`src/sv/interpolation_search_table_macros.svh`:
```
// Assertion macros for the interpolation search table.
// Needs i_clk and i_rst_n in the scope where a macro is used.
`ifndef INTERPOLATION_SEARCH_TABLE_MACROS_SVH
`define INTERPOLATION_SEARCH_TABLE_MACROS_SVH
`ifndef NO_ASSERTIONS
// Same-cycle implication, disabled while reset is held.
`define ISP_ASSERT_IMP(lbl, ante, cons) \
    lbl: assert property (@(posedge i_clk) disable iff (!i_rst_n) (ante) |-> (cons)) \
        else $error("interpolation_search_table: assertion failed");
// Next-cycle implication, disabled while reset is held.
`define ISP_ASSERT_NXT(lbl, ante, cons) \
    lbl: assert property (@(posedge i_clk) disable iff (!i_rst_n) (ante) |=> (cons)) \
        else $error("interpolation_search_table: assertion failed");
`else
`define ISP_ASSERT_IMP(lbl, ante, cons)
`define ISP_ASSERT_NXT(lbl, ante, cons)
`endif
`endif

```
`src/sv/isp_pkg.sv`:
```
// Package for the interpolation search table: field widths, defaults,
// opcode, sequencer state and divider status types. Depends on nothing.
`timescale 1ns / 1ps
package isp_pkg;

    localparam int TABLE_DEPTH_DEF = 4096;
    localparam int WORD_WIDTH_DEF  = 32;

    localparam int IDX_W = 12;
    localparam int LEN_W = 13;
    localparam int VAL_W = 32;
    localparam int POS_W = 12;

    typedef enum logic [0:0] {
        OP_WRITE  = 1'b0,
        OP_SEARCH = 1'b1
    } t_isp_op;

    typedef enum logic [2:0] {
        S_IDLE,
        S_RD_LO,
        S_RD_HI,
        S_CHECK,
        S_DIV,
        S_RD_MID,
        S_CMP,
        S_DONE
    } t_isp_state;

    typedef struct packed {
        logic busy;
        logic done;
    } t_isp_div_status;

endpackage

```
`src/sv/isp_div.sv`:
```
// Serial scaled-quotient unit: floor(d * r / s) by shift, add and reduce,
// with a doubling step and an add step for each bit of r. Depends on isp_pkg.
`timescale 1ns / 1ps
module isp_div #(
    parameter int WIDTH = isp_pkg::WORD_WIDTH_DEF
) (
    input  logic                         i_clk,
    input  logic                         i_rst_n,
    input  logic                         i_start,
    input  logic [WIDTH-1:0]             i_d,
    input  logic [isp_pkg::POS_W-1:0]    i_r,
    input  logic [WIDTH-1:0]             i_s,
    output logic [isp_pkg::POS_W-1:0]    o_q,
    output isp_pkg::t_isp_div_status     o_status
);
    import isp_pkg::*;

    localparam int CW = $clog2(POS_W);

    logic             r_busy;
    logic             r_done;
    logic             r_phase;
    logic [CW-1:0]    r_cnt;
    logic [WIDTH-1:0] r_rem;
    logic [WIDTH-1:0] r_d;
    logic [WIDTH-1:0] r_s;
    logic [POS_W-1:0] r_r;
    logic [POS_W-1:0] r_q;

    logic [WIDTH-1:0] s_minus_rem;
    logic             dbl_wrap;
    logic             add_wrap;

    // The remainder always stays below s, so s - rem never wraps and the
    // comparisons below stand in for the overflowing sums.
    assign s_minus_rem = r_s - r_rem;
    assign dbl_wrap    = (r_rem >= s_minus_rem);
    assign add_wrap    = (r_d >= s_minus_rem);

    always_ff @(posedge i_clk) begin
        if (!i_rst_n) begin
            r_busy  <= 1'b0;
            r_done  <= 1'b0;
            r_phase <= 1'b0;
            r_cnt   <= '0;
        end else begin
            r_done <= 1'b0;
            if (i_start) begin
                r_busy  <= 1'b1;
                r_phase <= 1'b0;
                r_cnt   <= '0;
            end else if (r_busy) begin
                if (!r_phase) begin
                    r_phase <= 1'b1;
                end else begin
                    r_phase <= 1'b0;
                    if (r_cnt == CW'(POS_W - 1)) begin
                        r_busy <= 1'b0;
                        r_done <= 1'b1;
                    end else begin
                        r_cnt <= r_cnt + 1'b1;
                    end
                end
            end
        end
    end

    always_ff @(posedge i_clk) begin
        if (i_start) begin
            r_rem <= '0;
            r_q   <= '0;
            r_d   <= i_d;
            r_s   <= i_s;
            r_r   <= i_r;
        end else if (r_busy) begin
            if (!r_phase) begin
                // Double the remainder modulo s.
                if (dbl_wrap) begin
                    r_rem <= r_rem - s_minus_rem;
                end else begin
                    r_rem <= r_rem + r_rem;
                end
                r_q <= {r_q[POS_W-2:0], dbl_wrap};
            end else begin
                // Add d modulo s when the current bit of r is set.
                if (r_r[POS_W-1]) begin
                    if (add_wrap) begin
                        r_rem <= r_d - s_minus_rem;
                        r_q   <= r_q + 1'b1;
                    end else begin
                        r_rem <= r_rem + r_d;
                    end
                end
                r_r <= {r_r[POS_W-2:0], 1'b0};
            end
        end
    end

    assign o_q           = r_q;
    assign o_status.busy = r_busy;
    assign o_status.done = r_done;

endmodule

```
`config.mk`:
```
export PLATFORM = sky130hd
export DESIGN_NAME = isp_div
export DESIGN_NICKNAME = d
export VERILOG_FILES = /design/src/sv/interpolation_search_table_macros.svh /design/src/sv/isp_pkg.sv /design/src/sv/isp_div.sv
export SDC_FILE = /design/constraint.sdc
export NUM_CORES = 1
export LEC_CHECK = 0
export BUFFER_PORTS_ARGS = -buffer_cell sky130_fd_sc_hd__buf_2
export CORE_MARGIN = 2
export CORE_UTILIZATION = 45
export DETAILED_ROUTE_END_ITERATION = 16
export MAX_ROUTING_LAYER = met4
export RECOVER_POWER = 25
export SKIP_CTS_REPAIR_TIMING = 1
export SLEW_MARGIN = 20
export SYNTH_ARGS = -nofsm -noshare
export SYNTH_HDL_FRONTEND = slang
export SYNTH_SLANG_ARGS = --single-unit
export TNS_END_PERCENT = 10
```
`constraint.sdc`:
```
create_clock -name i_clk -period 6.05 [get_ports i_clk]
set_input_delay 1.21 -clock i_clk [delete_from_list [all_inputs] [get_ports i_clk]]
set_output_delay 1.21 -clock i_clk [all_outputs]
set_load 0.005 [all_outputs]
```
==> Yosys cells after proc, flatten, opt, wreduce, memory -nomap -nowiden <==
Cells that the tools add are included.
{ "word_totals": {"regBits": 127, "out_inout_bits": 14, "inputBits": 79} }
{ "classes": {"bitwise": 4, "eq_ne": 3, "n_reduce_logical": 8, "magnitude_cmp": 2, "mux": 16, "n_addsub": 7} }
{ "ops": {"columns": ["cell", "count"], "rows": [
  ["$mux W32", 4],
  ["$sub A32 B32 Y32", 3],
  ["$mux W12", 6],
  ["$add A32 B32 Y32", 2],
  ["$ge A32 B32 Y1", 2],
  ["$add A12 B1 Y12 const B", 1],
  ["$mux W1", 6],
  ["$reduce_and A3 Y1", 2],
  ["$add A4 B1 Y4 const B", 1],
  ["$eq A4 B4 Y1 const B", 1],
  ["$ne A2 B1 Y1 const B", 2],
  ["$not A1 Y1", 4],
  ["$reduce_and A2 Y1", 2],
  ["$reduce_bool A2 Y1", 2],
  ["$reduce_or A4 Y1", 1],
  ["$reduce_or A2 Y1", 1]
]} }

==> Longest topological paths before layout <==
{ "depth": {"depth_word": 5, "mapped_depth": 28} }

==> Least setup slack after synthesis <==
Ideal clock, no wire load.
{ "synth_path": {"kind": "reg2reg", "startpoint": "register r_rem[1]", "endpoint": "register r_rem[4]", "setup_ps": 117, "arrival_time_ps": 5228, "setup_slack_ps": 705, "required_ps": 5933, "period_less_slack_ps": 5345, "stages_incl_launch_ff": 27, "path_cell_list": "dfxtp_1 > inv_1 > ha_1 > nor2b_1 > o21ai_0 > a21boi_0 > o21ai_0 > a21boi_0 > or2_2 > nand4_1 > nand2_1 > and2_1 > o21a_1 > o311ai_0 > ha_1 > clkbuf_1 > a21oi_1 > o21ai_0 > or3_1 > o211ai_1 > a21oi_1 > a2111oi_4 > o211ai_2 > buf_2 > o211ai_1 > o311ai_1 > a32o_1"} }
{ "synth_between": {"elab_chain_len": 5, "elab_cells_between_ends": 11} }
{ "synth_rtl": {"columns": ["element", "line", "text"], "rows": [
  ["start: declaration", "isp_div.sv:24", "logic [WIDTH-1:0] r_rem;"],
  ["start signal: assignment", "isp_div.sv:79", "r_rem <= r_rem - s_minus_rem;"],
  ["start signal: assignment", "isp_div.sv:81", "r_rem <= r_rem + r_rem;"],
  ["start signal: assignment", "isp_div.sv:88", "r_rem <= r_d - s_minus_rem;"],
  ["$sub A32 B32 Y32", "isp_div.sv:36", "assign s_minus_rem = r_s - r_rem;"],
  ["$sub A32 B32 Y32 or $ge A32 B32 Y1 (tied branches)", "isp_div.sv:88, isp_div.sv:38", null],
  ["$mux W32", "isp_div.sv:87", "if (add_wrap) begin"],
  ["$mux W32", "isp_div.sv:86", "if (r_r[POS_W-1]) begin"],
  ["$mux W32 (*)", "isp_div.sv:76", "if (!r_phase) begin"]
]} }
Mark *: on every way between the ends. The rest lies on a longest branch, timed or not. The select of a mux whose other input is x is not followed.
A chain may end at the register's enable or synchronous reset.

==> Worst setup path after layout <==
{ "layout_path": {"startpoint": "register r_s[0]", "endpoint": "register r_rem[14]"} }
{ "layout_between": {"elab_chain_len": 5, "elab_cells_between_ends": 9} }
{ "layout_rtl": {"columns": ["element", "line", "text"], "rows": [
  ["start: declaration", "isp_div.sv:26", "logic [WIDTH-1:0] r_s;"],
  ["start signal: assignment", "isp_div.sv:73", "r_s <= i_s;"],
  ["$sub A32 B32 Y32 (*)", "isp_div.sv:36", null],
  ["$sub A32 B32 Y32 or $ge A32 B32 Y1 (tied branches)", "isp_div.sv:88, isp_div.sv:38", null],
  ["$mux W32", "isp_div.sv:87", null],
  ["$mux W32", "isp_div.sv:86", null],
  ["$mux W32 (*)", "isp_div.sv:76", null],
  ["end signal: assignment", "isp_div.sv:79", null],
  ["end signal: assignment", "isp_div.sv:88", null],
  ["end signal: assignment", "isp_div.sv:91", "r_rem <= r_rem + r_d;"]
]} }
Marked as above.

==> summary.md <==
| Metric | Value |
|---|---|
| Final number of hold-violating endpoints | `0` |
| Nature of the critical path startpoint | `flop` |
| Post-synthesis sequential area ratio | `~29%` |
| Net count reported at finish | `roughly 1600` |
| Max transition margin | `between 40% and 50%` |
| Final worst hold slack | `around 0.5 ns` |
| Element type at the critical path end | `flop` |
| Post-Place Setup Slack | `about 0.055 ns` |
| FMAX | `~170 MHz` |
| Die X-Extent | `between 150 and 200 µm` |
| Class of the most critical setup path | `flop to flop` |
| Fraction of layout cells with a size suffix above 1 | `about 15%` |
| Post-synth EDFFs | `76` |
| Area used by sequential logic in the layout | `between 3000 and 4000 µm²` |
| Global routing usage on met2 | `approximately 40%` |
| Multi-input gate area in the final layout | `a little under 8000 µm²` |
| Final setup violating endpoints | `0` |
| Layout-stage area growth over the synthesis result | `15.2%` |
| Worst Setup Slack, final | `0.304 ns` |
| Worst-Skew Late Latency | `0.44 ns` |
| LEAKAGE | `about 5.5 nW` |
| P per Cell Area | `slightly below 300 nW/µm²` |
| Fin crit share | `a little over nine tenths` |
| Iteration count of the initial detailed-routing pass | `5` |
| Slew Viols, Final | `0` |
| Port-buffer cells | `just over 90` |
| Antenna diode count | `0` |
| Int Pwr | `~2.3 mW` |
| TritonCTS sink count | `127` |
| Sequential share of power | `26.2%` |
| Total routing resource utilization after global routing | `25.6%` |
| Via count of the first global-routing pass | `9657` |
| Initial core utilization | `a little under half` |
| H-tree depth | `4` |
| Distinct cell type count of the synthesized netlist | `between 70 and 80` |
| Final standard cell utilization of the core | `a little over half` |
| Synthesized instance count | `1321` |
| Multiplexer area fraction after synthesis | `under 10%` |
| Biggest cell delay along the critical path | `0.42 ns` |
| Number of buffers added by the clock tree synthesis step | `17` |
| Combinational group share of total power | `roughly 45%` |
| Detailed Route WL | `roughly 33000 µm` |
| Worst voltage drop across the vdd grid | `between 0.00015 and 0.0002 V` |
| Maximum buffer depth of the clock tree | `2` |
| Post-synth ARST share | `0%` |
| Post-synthesis adder-cell area fraction | `around 15%` |
| Switch share | `between 40% and 50%` |
| Netlist area before placement | `roughly 11000 µm²` |
| Placed wire-length estimate | `24900 µm` |
| Compound-Gate Fraction of Synth Area | `between 20% and 30%` |
| Max-cap check violation count | `0` |
| Synthesized-area fraction occupied by and/or/nand/nor cells | `between 10% and 20%` |
| Floorplan die area | `about 27000 µm²` |
| Number of flip-flops and latches in the synthesized netlist | `~130` |
| Xor-xnor portion of the synthesized cell area | `under 10%` |
| Combinational family with the most area after synthesis | `compound AO/OA/AOI/OAI gates` |
| Switching pwr | `about 1.6 mW` |
| Global routing usage on met3 | `roughly 3.6%` |
| Library cell contributing the largest single delay on the critical path | `sky130_fd_sc_hd__fa_1` |
| Global placer's final weighted congestion | `between 0.9 and 1` |
| Overall die height | `about 160 µm` |
| Clk root buf | `sky130_fd_sc_hd__clkbuf_16` |
| Required time of the worst setup path | `roughly 6.4 ns` |
| DRC violation total after the first TritonRoute iteration | `750` |
| Vias per std cell | `around 5.9` |
| Wire length of the first global-routing pass | `~52000 µm` |
| Via count of the routed design | `between 10000 and 15000` |
| # rows | `58` |
| I/O Pins | `93` |
| Per-cell routed wire length | `approximately 19 µm` |
| Most repeated library cell on the critical path | `sky130_fd_sc_hd__buf_4` |
| Area of the placeable core | `25100 µm²` |
| Post-synth net total | `~1500` |
| CTS clk-pin slew, worst paths | `0.07 ns` |
| DRC Markers | `0` |
| Skew final | `approximately 0.013 ns` |
| Worst min path class | `flop to flop` |
| Number of warning messages in the yosys log | `0` |
| Tmin final | `approximately 5.7 ns` |
| Most crowded layer after global routing | `met2` |
| Clock tree from TritonCTS | `yes` |
| Status | `finished, final reports clean` |
| Final sum of negative setup slack | `0 ns` |
| Primary flip-flop cell chosen by synthesis mapping | `sky130_fd_sc_hd__edfxtp_1` |
| Pin slew with the least headroom to its limit | `roughly 0.82 ns` |
| Fraction of power consumed by the clock network | `between 20% and 30%` |
| Aggregate global routing overflow | `0` |
| Critical path data arrival time | `between 6 and 7 ns` |
| Syn_area_per_cell | `8.68 µm²` |
| Maximum number of pins on one net before global-route repair | `57` |
| Filler cell count | `around 2400` |
| Met1 usage | `around a third` |
| Initial antenna violation count | `0` |
| Antenna Nets Post-Route | `0` |
| Max FO, Critical Path | `17` |
-- synth_stat cells (all sizes together) (7+ instances only) --
library cell	number	area, µm²
a21oi	140	701
ha	126	1580
nand2	98	368
nor2	98	370
o21ai	82	422
edfxtp	76	2280
inv	67	251
xnor2	63	552
dfxtp	51	1020
a21o	50	375
xor2	46	403
nand3	33	165
nor3	29	145
a211oi	24	185
o211ai	24	185
nand2b	20	125
clkbuf	19	71.3
a31oi	18	128
o31ai	17	143
buf	16	110
o21a	16	120
nor2b	15	93.8
mux2i	13	130
or3	13	81.3
mux2	12	135
nand4	10	62.6
o21bai	10	75.1
a32o	8	80.1
and2	8	50.1
nor4	8	50.1
a21boi	7	52.6
a22o	7	61.3
and3	7	43.8
o22ai	7	43.8
or2	7	43.8
-- power groups by stage --
stage / Clock [mW] / Combinational [mW] / Sequential (mW)
after floorplan: 0 / 1.26 / 1.02
after global placement: 0 / 1.66 / 1.04
after detailed placement: 0 / 1.66 / 1.04
after CTS: 1.16 / 1.67 / 1.02
after global routing: 1.19 / 1.92 / 1.03
final: 1.14 / 1.76 / 1.02
-- logic make-up after synthesis --
logic type	after synthesis
and+or+nand+nor	359
DFF	127
muxes	25
AOI/OAI and AO/OA	466
buffers and inverters	103
xor gates and xnor gates	109
adders and majority gates	132
-- area by class of cell --
class                           instances  share of cell area, %
Tap cell                              330                   3.13
Inverter                               68                   1.93
Clock buffer                           17                   3.22
Multi-Input combinational cell       1091                   59.4
Sequential cell                       127                   25.0
Clock inverter                         15                   1.58
Timing Repair Buffer                  127                   5.74
-- layer usage --
| layer | part of all wire [%] | vias up |
|---|---|---|
| li1 | - | 5216 |
| met1 | 48 | 4886 |
| met2 | 45 | 310 |
| met3 | 4.9 | 60 |
| met4 | 2.4 | 0 |
| met5 | 0 | - |
-- final timing paths --
kind              slack (ns)  cells past startpoint  startpoint        end
setup reg to reg        0.30                     31      r_s[0]  r_rem[14]
hold / removal          0.49                      2    r_cnt[3]   r_cnt[3]
setup / recovery        0.30                     31      r_s[0]  r_rem[14]
hold reg to reg         0.49                      2    r_cnt[3]   r_cnt[3]
-- critical path, delay by kind of cell (launching register included) --
family | cells | cell delay [ns]
AOI/OAI and AO/OA | 15 | 2.59
and+or+nand+nor | 6 | 0.63
DFF | 1 | 0.41
xor gates and xnor gates | 1 | 0.12
adders and majority gates | 3 | 0.97
buffers and inverters | 6 | 0.89
-- sequential cells by signal, summed over array words and instances, names as in the netlist --
name,cells
r_busy,1
r_phase,1
o_q,12
r_d,32
r_done,1
r_rem,32
r_r,12
r_s,32
r_cnt,4
-- metrics by stage --
step	power (mW)	cell area [µm²]	std cells
6_report	3.92	13200	1775
3_3_place_gp	2.70	12400	1735
2_1_floorplan	2.29	11500	1321
4_1_cts	3.85	13000	1767
3_5_place_dp	2.70	12400	1735
5_1_grt	4.14	13200	1775
-- layout by cell type, fill, tap and decap left out, drive strengths merged, types with 12 or more instances in the layout --
cell type,instances
nor3,29
a21oi,140
buf,127
edfxtp,76
o211ai,24
ha,126
mux2i,13
nor2,98
mux2,12
xnor2,63
dfxtp,51
a21o,50
xor2,46
nand3,33
clkbuf,17
a211oi,24
nand2,98
a31oi,18
or3,13
inv,77
nor2b,15
o31ai,17
o21a,16
nand2b,20
o21ai,82
(Power assumes the default switching activity.)
